### src/design/bcfd_pkg.sv
// Shared constants, the open-circuit-voltage table, codes and handoff types
// for the BMS CAN frame decoder. No dependencies.
package bcfd_pkg;

    localparam int SOC_TABLE_POINTS = 21;
    localparam int SOC_FULL_SCALE   = 10000;

    localparam int CELL_W   = 16;
    localparam int DSUM_W   = CELL_W + 1;
    localparam int SOC_W    = 14;
    localparam int SERIES_W = 7;
    localparam int PACK_W   = 22;
    localparam int KIND_W   = 3;

    localparam int PT_IDX_W  = $clog2(SOC_TABLE_POINTS);
    localparam int SEG_IDX_W = (SOC_TABLE_POINTS > 2) ? $clog2(SOC_TABLE_POINTS - 1) : 1;
    // Interpolation term and denominator stay below SOC_TABLE_POINTS * 2^DSUM_W.
    localparam int TERM_W = DSUM_W + $clog2(SOC_TABLE_POINTS) + 1;
    localparam int NUM_W  = TERM_W + SOC_W;

    localparam logic [SERIES_W-1:0] SERIES_RESET     = SERIES_W'(29);
    localparam logic [CELL_W-1:0]   CURRENT_MIDSCALE = 16'h8000;
    localparam logic [PACK_W-1:0]   PACK_VOLTS_MAX   = '1;

    localparam logic [10:0] ID_FAULT = 11'h001;
    localparam logic [10:0] ID_TEMPS = 11'h108;
    localparam logic [10:0] ID_CELLS = 11'h109;
    localparam logic [10:0] ID_SPEED = 11'h208;

    localparam logic [KIND_W-1:0] KIND_IGNORED = 3'd0;
    localparam logic [KIND_W-1:0] KIND_FAULT   = 3'd1;
    localparam logic [KIND_W-1:0] KIND_TEMPS   = 3'd2;
    localparam logic [KIND_W-1:0] KIND_CELLS   = 3'd3;
    localparam logic [KIND_W-1:0] KIND_SPEED   = 3'd4;

    // Cell voltage in 0.1 mV at 0, 5, 10, ... 100 percent charge.
    localparam logic [CELL_W-1:0] OCV_TABLE [SOC_TABLE_POINTS] = '{
        16'd25000, 16'd28710, 16'd30430, 16'd31600, 16'd32690,
        16'd33710, 16'd34290, 16'd34760, 16'd35210, 16'd35720,
        16'd36290, 16'd36800, 16'd37260, 16'd37650, 16'd38040,
        16'd38650, 16'd39230, 16'd39550, 16'd39750, 16'd39980, 16'd41110
    };

    // Table point scaled to the doubled-mean domain.
    function automatic logic [DSUM_W-1:0] ocv_doubled(input logic [PT_IDX_W-1:0] idx);
        return {OCV_TABLE[idx], 1'b0};
    endfunction

    typedef struct packed {
        logic              start;
        logic [DSUM_W-1:0] dsum;
    } soc_req_t;

    typedef struct packed {
        logic             done;
        logic [SOC_W-1:0] soc;
    } soc_rsp_t;

endpackage

### src/design/bms_can_frame_decoder.sv
// Every frame passes the decode state, then waits in the emit state for a free output
// register; a cell frame first waits in the SoC state for the interpolator, which skips
// its one-segment-per-cycle table walk and serial divider for a mean at or beyond the
// table ends. One frame is in work at a time; the next request is taken in the cycle
// after its result reaches the output register, even while it is not yet taken.
// Reset (rst_n, asynchronous, active low) clears all held values and sets series_cells to 29.
module bms_can_frame_decoder
    import bcfd_pkg::*;
(
    input  logic                clk,
    input  logic                rst_n,
    // Configuration: series_cells.
    input  logic                cfg_valid,
    output logic                cfg_ready,
    input  logic [SERIES_W-1:0] cfg_data,
    // Frame input.
    input  logic                s_axis_tvalid,
    output logic                s_axis_tready,
    // From bit 0: frame_id[11:0], frame_length[15:12], byte_0 .. byte_7 [79:16].
    input  logic [79:0]         s_axis_tdata,
    // Snapshot output.
    output logic                m_axis_tvalid,
    input  logic                m_axis_tready,
    // From bit 0: fault_active, charge_state[14:1], temp_low[30:15], temp_high[46:31],
    // cell_high[62:47], cell_low[78:63], current_mag[94:79], pack_volts[116:95],
    // speed_bits[148:117], zero fill [151:149].
    output logic [151:0]        m_axis_tdata,
    // frame_kind[2:0].
    output logic [KIND_W-1:0]   m_axis_tuser
);

    // The frame as it sits in tdata, first field in the lowest bits.
    typedef struct packed {
        logic [7:0]  byte_7;
        logic [7:0]  byte_6;
        logic [7:0]  byte_5;
        logic [7:0]  byte_4;
        logic [7:0]  byte_3;
        logic [7:0]  byte_2;
        logic [7:0]  byte_1;
        logic [7:0]  byte_0;
        logic [3:0]  frame_length;
        logic [11:0] frame_id;
    } frame_t;

    localparam logic [1:0] ST_IDLE   = 2'd0;
    localparam logic [1:0] ST_DECODE = 2'd1;
    localparam logic [1:0] ST_SOC    = 2'd2;
    localparam logic [1:0] ST_EMIT   = 2'd3;

    localparam int PAD_W = 152 - 149;

    logic [1:0]          state_reg, state_next;
    frame_t              frame_reg, frame_next;
    logic [KIND_W-1:0]   kind_reg, kind_next;
    logic [DSUM_W-1:0]   dsum_reg, dsum_next;
    logic [SERIES_W-1:0] series_reg, series_next;

    // Values held between frames.
    logic                fault_reg, fault_next;
    logic [SOC_W-1:0]    soc_reg, soc_next;
    logic [15:0]         temp_low_reg, temp_low_next;
    logic [15:0]         temp_high_reg, temp_high_next;
    logic [CELL_W-1:0]   cell_high_reg, cell_high_next;
    logic [CELL_W-1:0]   cell_low_reg, cell_low_next;
    logic [15:0]         current_reg, current_next;
    logic [PACK_W-1:0]   pack_volts_reg, pack_volts_next;
    logic [31:0]         speed_reg, speed_next;

    // Output register.
    logic                m_valid_reg, m_valid_next;
    logic [151:0]        m_data_reg, m_data_next;
    logic [KIND_W-1:0]   m_user_reg, m_user_next;

    logic [10:0]         frame_id11;
    logic [CELL_W-1:0]   current_code;
    logic [CELL_W-1:0]   new_cell_high;
    logic [CELL_W-1:0]   new_cell_low;
    logic [DSUM_W+SERIES_W-1:0] pack_prod;
    logic [DSUM_W+SERIES_W-2:0] pack_half;
    logic                out_load;
    soc_req_t            soc_req;
    soc_rsp_t            soc_rsp;

    assign frame_id11    = frame_reg.frame_id[10:0];
    assign current_code  = {frame_reg.byte_4, frame_reg.byte_5};
    assign new_cell_high = {frame_reg.byte_0, frame_reg.byte_1};
    assign new_cell_low  = {frame_reg.byte_2, frame_reg.byte_3};

    // Pack voltage is series_cells times the doubled mean, halved and saturated.
    assign pack_prod = (DSUM_W+SERIES_W)'(dsum_reg) * (DSUM_W+SERIES_W)'(series_reg);
    assign pack_half = pack_prod[DSUM_W+SERIES_W-1:1];

    assign out_load = (state_reg == ST_EMIT) && (!m_valid_reg || m_axis_tready);

    assign soc_req.start = (state_reg == ST_DECODE) && (kind_next == KIND_CELLS);
    assign soc_req.dsum  = DSUM_W'(new_cell_high) + DSUM_W'(new_cell_low);

    always_comb
    begin
        state_next      = state_reg;
        frame_next      = frame_reg;
        kind_next       = kind_reg;
        dsum_next       = dsum_reg;
        series_next     = series_reg;
        fault_next      = fault_reg;
        soc_next        = soc_reg;
        temp_low_next   = temp_low_reg;
        temp_high_next  = temp_high_reg;
        cell_high_next  = cell_high_reg;
        cell_low_next   = cell_low_reg;
        current_next    = current_reg;
        pack_volts_next = pack_volts_reg;
        speed_next      = speed_reg;
        m_valid_next    = m_valid_reg && !m_axis_tready;
        m_data_next     = m_data_reg;
        m_user_next     = m_user_reg;

        if (cfg_valid)
        begin
            series_next = cfg_data;
        end

        case (state_reg)
            ST_IDLE:
            begin
                if (s_axis_tvalid)
                begin
                    frame_next = frame_t'(s_axis_tdata);
                    state_next = ST_DECODE;
                end
            end
            ST_DECODE:
            begin
                // Frames shorter than their id needs, and unknown ids, change nothing.
                kind_next  = KIND_IGNORED;
                state_next = ST_EMIT;
                if (frame_id11 == ID_FAULT && frame_reg.frame_length >= 4'd1)
                begin
                    kind_next  = KIND_FAULT;
                    fault_next = (frame_reg.byte_0 == 8'd1);
                end
                else if (frame_id11 == ID_TEMPS && frame_reg.frame_length >= 4'd4)
                begin
                    kind_next      = KIND_TEMPS;
                    temp_low_next  = {frame_reg.byte_0, frame_reg.byte_1};
                    temp_high_next = {frame_reg.byte_2, frame_reg.byte_3};
                end
                else if (frame_id11 == ID_CELLS && frame_reg.frame_length >= 4'd6)
                begin
                    kind_next      = KIND_CELLS;
                    cell_high_next = new_cell_high;
                    cell_low_next  = new_cell_low;
                    dsum_next      = soc_req.dsum;
                    if (current_code >= CURRENT_MIDSCALE)
                    begin
                        current_next = current_code - CURRENT_MIDSCALE;
                    end
                    else
                    begin
                        current_next = CURRENT_MIDSCALE - current_code;
                    end
                    state_next = ST_SOC;
                end
                else if (frame_id11 == ID_SPEED && frame_reg.frame_length >= 4'd4)
                begin
                    kind_next  = KIND_SPEED;
                    speed_next = {frame_reg.byte_3, frame_reg.byte_2,
                                  frame_reg.byte_1, frame_reg.byte_0};
                end
            end
            ST_SOC:
            begin
                if (soc_rsp.done)
                begin
                    soc_next = soc_rsp.soc;
                    if (pack_half > (DSUM_W+SERIES_W-1)'(PACK_VOLTS_MAX))
                    begin
                        pack_volts_next = PACK_VOLTS_MAX;
                    end
                    else
                    begin
                        pack_volts_next = pack_half[PACK_W-1:0];
                    end
                    state_next = ST_EMIT;
                end
            end
            ST_EMIT:
            begin
                if (out_load)
                begin
                    m_valid_next = 1'b1;
                    m_user_next  = kind_reg;
                    m_data_next  = {{PAD_W{1'b0}}, speed_reg, pack_volts_reg, current_reg,
                                    cell_low_reg, cell_high_reg, temp_high_reg,
                                    temp_low_reg, soc_reg, fault_reg};
                    state_next   = ST_IDLE;
                end
            end
            default:
            begin
                state_next = ST_IDLE;
            end
        endcase
    end

    always_ff @(posedge clk or negedge rst_n)
    begin
        if (!rst_n)
        begin
            state_reg      <= ST_IDLE;
            series_reg     <= SERIES_RESET;
            fault_reg      <= 1'b0;
            soc_reg        <= '0;
            temp_low_reg   <= '0;
            temp_high_reg  <= '0;
            cell_high_reg  <= '0;
            cell_low_reg   <= '0;
            current_reg    <= '0;
            pack_volts_reg <= '0;
            speed_reg      <= '0;
            m_valid_reg    <= 1'b0;
        end
        else
        begin
            state_reg      <= state_next;
            series_reg     <= series_next;
            fault_reg      <= fault_next;
            soc_reg        <= soc_next;
            temp_low_reg   <= temp_low_next;
            temp_high_reg  <= temp_high_next;
            cell_high_reg  <= cell_high_next;
            cell_low_reg   <= cell_low_next;
            current_reg    <= current_next;
            pack_volts_reg <= pack_volts_next;
            speed_reg      <= speed_next;
            m_valid_reg    <= m_valid_next;
        end
    end

    always_ff @(posedge clk)
    begin
        frame_reg  <= frame_next;
        kind_reg   <= kind_next;
        dsum_reg   <= dsum_next;
        m_data_reg <= m_data_next;
        m_user_reg <= m_user_next;
    end

    bcfd_soc_interp u_soc (
        .clk   (clk),
        .rst_n (rst_n),
        .req   (soc_req),
        .rsp   (soc_rsp)
    );

    assign cfg_ready     = 1'b1;
    assign s_axis_tready = (state_reg == ST_IDLE);
    assign m_axis_tvalid = m_valid_reg;
    assign m_axis_tdata  = m_data_reg;
    assign m_axis_tuser  = m_user_reg;

endmodule

### src/design/bcfd_serial_div.sv
// Restoring divider that produces one quotient bit per cycle.
// Depends on bcfd_pkg for the numerator, denominator and quotient widths.
module bcfd_serial_div
    import bcfd_pkg::*;
(
    input  logic              clk,
    input  logic              rst_n,
    input  logic              start,
    input  logic [NUM_W-1:0]  num,
    input  logic [TERM_W-1:0] den,
    output logic              done,
    output logic [SOC_W-1:0]  quot
);

    localparam int CNT_W = $clog2(SOC_W);

    logic             busy_reg, busy_next;
    logic             done_reg, done_next;
    logic [CNT_W-1:0] cnt_reg, cnt_next;
    logic [NUM_W-1:0] rem_reg, rem_next;
    logic [NUM_W-1:0] den_sh_reg, den_sh_next;
    logic [SOC_W-1:0] quot_reg, quot_next;

    always_comb
    begin
        busy_next   = busy_reg;
        done_next   = 1'b0;
        cnt_next    = cnt_reg;
        rem_next    = rem_reg;
        den_sh_next = den_sh_reg;
        quot_next   = quot_reg;
        if (start)
        begin
            busy_next   = 1'b1;
            cnt_next    = CNT_W'(SOC_W - 1);
            rem_next    = num;
            den_sh_next = NUM_W'(den) << (SOC_W - 1);
            quot_next   = '0;
        end
        else if (busy_reg)
        begin
            if (rem_reg >= den_sh_reg)
            begin
                rem_next  = rem_reg - den_sh_reg;
                quot_next = {quot_reg[SOC_W-2:0], 1'b1};
            end
            else
            begin
                quot_next = {quot_reg[SOC_W-2:0], 1'b0};
            end
            den_sh_next = den_sh_reg >> 1;
            if (cnt_reg == '0)
            begin
                busy_next = 1'b0;
                done_next = 1'b1;
            end
            else
            begin
                cnt_next = cnt_reg - 1'b1;
            end
        end
    end

    always_ff @(posedge clk or negedge rst_n)
    begin
        if (!rst_n)
        begin
            busy_reg <= 1'b0;
            done_reg <= 1'b0;
            cnt_reg  <= '0;
        end
        else
        begin
            busy_reg <= busy_next;
            done_reg <= done_next;
            cnt_reg  <= cnt_next;
        end
    end

    always_ff @(posedge clk)
    begin
        rem_reg    <= rem_next;
        den_sh_reg <= den_sh_next;
        quot_reg   <= quot_next;
    end

    assign done = done_reg;
    assign quot = quot_reg;

endmodule

### src/design/bcfd_soc_interp.sv
// State-of-charge interpolation: clamps, a serial walk over the table segments,
// two multiply stages and the serial divider. Depends on bcfd_pkg, bcfd_serial_div.
module bcfd_soc_interp
    import bcfd_pkg::*;
(
    input  logic     clk,
    input  logic     rst_n,
    input  soc_req_t req,
    output soc_rsp_t rsp
);

    localparam logic [2:0] S_IDLE   = 3'd0;
    localparam logic [2:0] S_SEARCH = 3'd1;
    localparam logic [2:0] S_MUL1   = 3'd2;
    localparam logic [2:0] S_MUL2   = 3'd3;
    localparam logic [2:0] S_DIVGO  = 3'd4;
    localparam logic [2:0] S_DIV    = 3'd5;

    logic [2:0]           state_reg, state_next;
    logic                 done_reg, done_next;
    logic [SOC_W-1:0]     soc_reg, soc_next;
    logic [SEG_IDX_W-1:0] idx_reg, idx_next;
    logic [DSUM_W-1:0]    dsum_reg, dsum_next;
    logic [DSUM_W-1:0]    span_reg, span_next;
    logic [DSUM_W-1:0]    off_reg, off_next;
    logic [TERM_W-1:0]    term_reg, term_next;
    logic [TERM_W-1:0]    den_reg, den_next;
    logic [NUM_W-1:0]     num_reg, num_next;

    logic [DSUM_W-1:0] seg_lo;
    logic [DSUM_W-1:0] seg_hi;
    logic              div_done;
    logic [SOC_W-1:0]  div_quot;

    assign seg_lo = ocv_doubled(PT_IDX_W'(idx_reg));
    assign seg_hi = ocv_doubled(PT_IDX_W'(idx_reg) + 1'b1);

    always_comb
    begin
        state_next = state_reg;
        done_next  = 1'b0;
        soc_next   = soc_reg;
        idx_next   = idx_reg;
        dsum_next  = dsum_reg;
        span_next  = span_reg;
        off_next   = off_reg;
        term_next  = term_reg;
        den_next   = den_reg;
        num_next   = num_reg;
        case (state_reg)
            S_IDLE:
            begin
                if (req.start)
                begin
                    dsum_next = req.dsum;
                    idx_next  = '0;
                    if (req.dsum <= ocv_doubled(PT_IDX_W'(0)))
                    begin
                        soc_next  = '0;
                        done_next = 1'b1;
                    end
                    else if (req.dsum >= ocv_doubled(PT_IDX_W'(SOC_TABLE_POINTS - 1)))
                    begin
                        soc_next  = SOC_W'(SOC_FULL_SCALE);
                        done_next = 1'b1;
                    end
                    else
                    begin
                        state_next = S_SEARCH;
                    end
                end
            end
            S_SEARCH:
            begin
                // The first matching segment wins, so a shared point uses the lower one.
                if (seg_lo <= dsum_reg && dsum_reg <= seg_hi)
                begin
                    span_next  = seg_hi - seg_lo;
                    off_next   = dsum_reg - seg_lo;
                    state_next = S_MUL1;
                end
                else if (idx_reg == SEG_IDX_W'(SOC_TABLE_POINTS - 2))
                begin
                    soc_next   = '0;
                    done_next  = 1'b1;
                    state_next = S_IDLE;
                end
                else
                begin
                    idx_next = idx_reg + 1'b1;
                end
            end
            S_MUL1:
            begin
                // A flat segment reports its lower point: idx * full / (points - 1).
                if (span_reg == '0)
                begin
                    term_next = TERM_W'(idx_reg);
                    den_next  = TERM_W'(SOC_TABLE_POINTS - 1);
                end
                else
                begin
                    term_next = TERM_W'(idx_reg) * TERM_W'(span_reg) + TERM_W'(off_reg);
                    den_next  = TERM_W'(span_reg) * TERM_W'(SOC_TABLE_POINTS - 1);
                end
                state_next = S_MUL2;
            end
            S_MUL2:
            begin
                num_next   = NUM_W'(term_reg) * NUM_W'(SOC_FULL_SCALE);
                state_next = S_DIVGO;
            end
            S_DIVGO:
            begin
                state_next = S_DIV;
            end
            S_DIV:
            begin
                if (div_done)
                begin
                    soc_next   = div_quot;
                    done_next  = 1'b1;
                    state_next = S_IDLE;
                end
            end
            default:
            begin
                state_next = S_IDLE;
            end
        endcase
    end

    always_ff @(posedge clk or negedge rst_n)
    begin
        if (!rst_n)
        begin
            state_reg <= S_IDLE;
            done_reg  <= 1'b0;
        end
        else
        begin
            state_reg <= state_next;
            done_reg  <= done_next;
        end
    end

    always_ff @(posedge clk)
    begin
        soc_reg  <= soc_next;
        idx_reg  <= idx_next;
        dsum_reg <= dsum_next;
        span_reg <= span_next;
        off_reg  <= off_next;
        term_reg <= term_next;
        den_reg  <= den_next;
        num_reg  <= num_next;
    end

    bcfd_serial_div u_div (
        .clk   (clk),
        .rst_n (rst_n),
        .start (state_reg == S_DIVGO),
        .num   (num_reg),
        .den   (den_reg),
        .done  (div_done),
        .quot  (div_quot)
    );

    assign rsp.done = done_reg;
    assign rsp.soc  = soc_reg;

endmodule

### config.mk
export PLATFORM = sky130hd
export DESIGN_NAME = bms_can_frame_decoder
export DESIGN_NICKNAME = d
export VERILOG_FILES = /design/src/design/bcfd_pkg.sv /design/src/design/bms_can_frame_decoder.sv /design/src/design/bcfd_serial_div.sv /design/src/design/bcfd_soc_interp.sv
export SDC_FILE = /design/constraint.sdc
export NUM_CORES = 2
export LEC_CHECK = 0
export ABC_AREA = 1
export BUFFER_PORTS_ARGS = -buffer_cell sky130_fd_sc_hd__buf_2
export CAP_MARGIN = 20
export CELL_PAD_IN_SITES_DETAIL_PLACEMENT = 1
export CELL_PAD_IN_SITES_GLOBAL_PLACEMENT = 1
export CORE_MARGIN = 8
export CORE_UTILIZATION = 43
export CTS_CLUSTER_SIZE = 25
export DETAILED_ROUTE_END_ITERATION = 7
export HOLD_SLACK_MARGIN = 0.02
export MAX_ROUTING_LAYER = met4
export PLACE_DENSITY_LB_ADDON = 0.3
export SYNTH_ARGS = -nofsm -noshare
export SYNTH_HDL_FRONTEND = slang
export SYNTH_HIERARCHICAL = 1
export SYNTH_SLANG_ARGS = --single-unit
### constraint.sdc
create_clock -name clk -period 8.1 [get_ports clk]
set_input_delay 0 -clock clk [delete_from_list [all_inputs] [get_ports clk]]
set_output_delay 0 -clock clk [all_outputs]
set_load 0.03 [all_outputs]
# Word level (Yosys, flattened, before mapping)
# Memories as Yosys holds them, arrays and structs flattened.
# Index checks and enable logic that the tools add are counted.
# word_totals
ff_bits	640
romBits	1024
in_bits	92
n_memories	2
# memory_table
memory	words	width	read_ports	rd_ports_with_merged_regs	wr	line_no	rtl
(no name shown)	32	16	1	0	0	bcfd_pkg.sv:46	return {OCV_TABLE[idx], 1'b0};
(no name shown)	32	16	1	0	0	bcfd_pkg.sv:46	
# classes
n_addsub	9
mul	4
order_cmp	12
eq_ne	28
mux	61
bitwise	5
reduce_logical	34
# ops
cell	count
37-bit two-way mux	3
14-bit two-way mux	6
16-bit two-way mux	5
36-bit two-way mux	2
14-bit one-hot mux with 3 select lines	1
37-bit by 36-bit >= comparator with 1-bit output	1
37-bit by 36-bit subtractor with 37-bit output	1
17-bit less-or-equal comparator	2
17-bit subtractor	2
23-bit by 10-bit multiplier with 33-bit output, second input constant	1
3-bit two-way mux	11
17-bit by 7-bit multiplier with 24-bit output	1
22-bit by 17-bit adder with 23-bit output	1
23-bit by 22-bit > comparator with 1-bit output, second input constant	1
11-bit by 9-bit == test with 1-bit output, second input constant	2
5-bit by 17-bit multiplier with 22-bit output	1
22-bit two-way mux	1
17-bit by 3-bit multiplier with 20-bit output, second input constant	1
5-bit two-way mux	4
1-bit two-way mux	18
2-bit != test, second input constant	9
3-bit one-hot mux with 6 select lines	1
16-bit by 16-bit adder with 17-bit output	1
17-bit >= comparator, second input constant	1
41 further kinds	76

# Depth between registers and ports, before layout
# logic_depth
depth_word	11
ltp_mapped	27
mapped_depth_nobuf	25

# Hierarchy
# The synthesis kept the hierarchy.
# by_module_without_submodules
mod	instances	cells_per_inst	area_each_um2	seq_area_each_um2
bms_can_frame_decoder	1	1768	18764.2	11010.6
bcfd_soc_interp	1	1890	15583.7	4394.2
bcfd_serial_div	1	892	6312.3	2492.4

# Worst setup path after synthesis
# Ideal clock, no wire load.
# synth_timing
path_type	register to register
startpoint	register state_reg[1] (netlist name)
endpoint	register m_data_reg[0] (netlist: m_axis_tdata[0]), enable pin
setup_ns	0.714
t_arrival_ns	7.886
slack_ns	-0.500
stages_incl_launch_ff	4
path_buffers	0
synth_period_minus_slack_ns	8.600
cell_sequence	dfrtp_1 > ha_1 > inv_1 > a21oi_1
# synth_lines
item	line_no	rtl
end signal: assignment	bms_can_frame_decoder.sv:246	m_data_reg <= m_data_next;
end: declaration	bms_can_frame_decoder.sv:72	logic [151:0] m_data_reg, m_data_next;

# Final worst setup path
# layout_timing
startpoint	register u_soc.idx_reg[1]
endpoint	register u_soc.soc_reg[2], enable pin
# layout_via
elab_chain_len	9
word_cells_on_any_way	16
# layout_lines
item	line_no	rtl
start: declaration	bcfd_soc_interp.sv:22	logic [SEG_IDX_W-1:0] idx_reg, idx_next;
start signal: assignment	bcfd_soc_interp.sv:150	idx_reg <= idx_next;
5-bit by 1-bit adder with 5-bit output	bcfd_soc_interp.sv:36	assign seg_hi = ocv_doubled(PT_IDX_W'(idx_reg) + 1'b1);
5-bit inverter with 6-bit output (implied by the code)	bcfd_pkg.sv:46	
memory read 32 x 16 bit	-	
16-bit two-way mux (implied by the code) (2 in a row)	bcfd_pkg.sv:46	
17-bit less-or-equal comparator	bcfd_soc_interp.sv:76	if (seg_lo <= dsum_reg && dsum_reg <= seg_hi)
1-bit logical AND	bcfd_soc_interp.sv:76	
2-bit != test (no source line)	-	
6-bit AND reduction (no source line) *	-	
end signal: assignment	bcfd_soc_interp.sv:149	soc_reg <= soc_next;
end: declaration	bcfd_soc_interp.sv:21	logic [SOC_W-1:0] soc_reg, soc_next;
# Mark *: on every way between the ends. The rest lies on a longest branch, timed or not. The select of a mux whose other input is x is not followed.
# A chain may end at the register's enable or synchronous reset.

==> reports/metrics.cfg <==
[critical_path]
endpoint_kind = flip-flop
cp_common_cell = nand2_1
cp.required_ns = 8.36
max_stage_delay_ns = 1.07
crit_slowest_cell = edfxtp_1
worstPathCellList = inv_1, ha_1, inv_1, nor2_1, inv_1, o21ai_0, a221oi_1, ha_1, nand3_1, nand2_1, nand2_1, nand2_1, nand2_1, nand3_1, nand2_1, nand3_1, nand2_1
crit_type = flip-flop to flip-flop
cp_max_fo = 26
critPathArrivalTime_ns = 5.51
r2r_setup_slack_ns = 2.86
startpoint_type = flip-flop

[die]
rows = 112
die-area_sq_um = 105000
coreArea_sq_um = 93500
die_w_um = 324
initial_core_util_pct = 43.5
io_pins = 250
chipHeight_um = 324

[timing]
post-route-min-period_ns = 5.24
max_slew_margin_pct = 26.1
slew_viol_final = 0
setup_tns_ns = 0
hold_viol_final = 0
setup_viol = 0
clock.fmax_mhz = 191
min_period_over_period_pct = 64.7
rsz0062_at_grt = false
finalClockSkew_ns = 0.0366
tightest_slew_ns = 1.11

[hold_path]
holdCritPathClass = input port to flip-flop

[finish]
largest_reg_flops = 149
instances_no_fill = 6206
syn_to_final_growth_pct = 14.5
final_nets = 5474
drive_gt1_share_pct = 9.68
post-route-cell-area_sq_um = 46600
final_core_util_pct = 49.8

[power]
power_density_nw_per_um2 = 172
p_total_uw = 8020
p_sw_share_pct = 27.6
p_int_uw = 5810
p_leak_uw = 0.0230
irDropWorstVdd_mv = 0.204
combPwrFrac_pct = 15.1
p_seq_share_pct = 43.2
clockPowerShare_pct = 41.7
p_sw_uw = 2210

[route]
drt_iter0_drc = 1589
viasPerCell = 5.05
wl_per_cell_um = 18.4
num_vias = 31300
antenna_left = 0
dr.pass1.iters = 5
drt-total-wl_um = 114000
drc = 0

[placed_design]
port_buffers = 228
gp_congestion = 0.901
place.detailed.hpwl_um = 85300
placed_cells = 5971
place_area_sq_um = 43100

[clock_tree]
hold_buffers = 95
clk_pin_slew_ns = 0.06
post_cts_buffers = 0
cts_resized = 0
clk_latency_ns = 0.65
clock_sinks = 634
htreeDepth = 3
cts_root_buffer = clkbuf_16
cts_tree = done
cts_buffers = 73
cts_buffer_depth = 3

[synth]
synth_ff_type = edfxtp_1
synth.distinct_cells = 68
synth_edf_count = 435
synth.avg_cell_area_sq_um = 8.94
yosys_register_bits = 634
netlist_instances = 4550
synthArstFlopShare_pct = 26.7
yosysWarningCount = 6
syn_area_sq_um = 40700
yosysSeqAreaShare_pct = 44.0

[status]
status = finished, final reports clean

[global_routing]
grt_usage_pct = 22.6
first_global_vias = 34000
grt_max_degree = 153
grt.overflow.total = 0
grt_pass1_wl_um = 183000
antenna_found_initial = 2

[flow_run]
maxCapViolations = 0

[worst max-delay path, delay by kind of cell, from the launching register on]
family	cells	cell delay, ns
buf+inv	3	0.67
fa+ha+maj	2	0.86
flops	1	1.07
simple gates	10	1.55
compound gates	2	0.68
[layout make-up]
class                           instances  area [sq um]
Timing Repair Buffer                  344          2310
Multi-Input combinational cell       2899         18800
Tap cell                             1254          1570
Clock buffer                           98          1970
Antenna cell                            3          7.51
Fill cell                           10900         46900
Clock inverter                         37           434
Inverter                              937          3520
Sequential cell                       634         17900
[placed cells by master (no fill, tap or decap), types with 165 or more instances in the layout]
cell type | Yosys | final
a21oi_1 | 181 | 180
inv_1 | 923 | 922
nor2_1 | 283 | 279
o21ai_0 | 229 | 229
buf_2 | 8 | 227
nand2_1 | 1114 | 1113
fa_1 | 189 | 189
edfxtp_1 | 435 | 435
dfrtp_1 | 165 | 165
ha_1 | 304 | 304
[per-layer routing]
metal / share of wire (%) / vias up / track usage, % / wire length, um
met4: 3.5 / 0 / 7.51 / 3960
met1: 44 / 15400 / 28.1 / 50000
met3: 4.8 / 206 / 3.88 / 5490
met5: 0 / - / - / 0
li1: - / 15100 / - / -
met2: 48 / 588 / 37.5 / 54700
[power groups by stage]
stage / Sequential (uW) / Clock, uW / Combinational, uW
final: 3460 / 3350 / 1210
after global routing: 3460 / 3530 / 1400
after CTS: 3460 / 3410 / 1230
after detailed placement: 3530 / 0 / 1180
after global placement: 3530 / 0 / 1150
after floorplan: 3510 / 0 / 890
[kinds of logic after synthesis]
logic type / Yosys count / synth area share (%)
compound gates: 565 / 7.58
xor+xnor: 95 / 2.05
fa+ha+maj: 493 / 18.7
buf+inv: 1026 / 9.81
flops: 634 / 44.0
mux: 7 / 0.194
other cells: 3 / 0.0277
simple gates: 1727 / 17.7
[final timing paths]
path	start	cells past startpoint	end
max	u_soc/idx_reg[1]	17	u_soc/soc_reg[2]
min	s_axis_tdata[31]	2	frame_reg[31]
max reg2reg	u_soc/idx_reg[1]	17	u_soc/soc_reg[2]
min reg2reg	kind_reg[2]	0	m_axis_tuser[2]
max in group asynchronous	rst_n	3	soc_reg[10]
min in group asynchronous	rst_n	2	cell_high_reg[11]
[through the flow]
step	hold slack, ns	setup WS [ns]
3_5_place_dp	0.178	2.94
4_1_cts	0.0201	2.89
2_1_floorplan	-0.296	2.94
6_report	0.0573	2.86
3_3_place_gp	0.177	3.09
5_1_grt	0.0452	2.43
[synth_stat cells, types with 7 or more instances]
| library cell | n | share of area (%) |
|---|---|---|
| or2_2 | 16 | 0.25 |
| nand3_1 | 163 | 2.0 |
| o21ai_1 | 45 | 0.55 |
| o21ai_0 | 229 | 2.8 |
| o21bai_1 | 22 | 0.41 |
| o22ai_1 | 25 | 0.38 |
| xnor2_1 | 36 | 0.78 |
| nand2_1 | 1114 | 10 |
| dfxtp_1 | 30 | 1.5 |
| nand4_1 | 31 | 0.48 |
| ha_1 | 304 | 9.4 |
| nor2_2 | 31 | 0.48 |
| a21o_1 | 11 | 0.20 |
| a31oi_1 | 11 | 0.17 |
| edfxtp_1 | 435 | 32 |
| a21oi_1 | 181 | 2.2 |
| mux2_2 | 7 | 0.19 |
| nand2_2 | 18 | 0.28 |
| o21a_1 | 7 | 0.13 |
| buf_4 | 15 | 0.28 |
| xor2_1 | 59 | 1.3 |
| clkbuf_1 | 52 | 0.48 |
| dfrtp_1 | 165 | 10 |
| inv_2 | 8 | 0.074 |
| nor2_1 | 283 | 2.6 |
| inv_1 | 923 | 8.5 |
| nor3_1 | 29 | 0.36 |
| fa_1 | 189 | 9.3 |
| nand3b_1 | 11 | 0.20 |
| buf_2 | 8 | 0.098 |
Power figures use the tool's default switching activity.
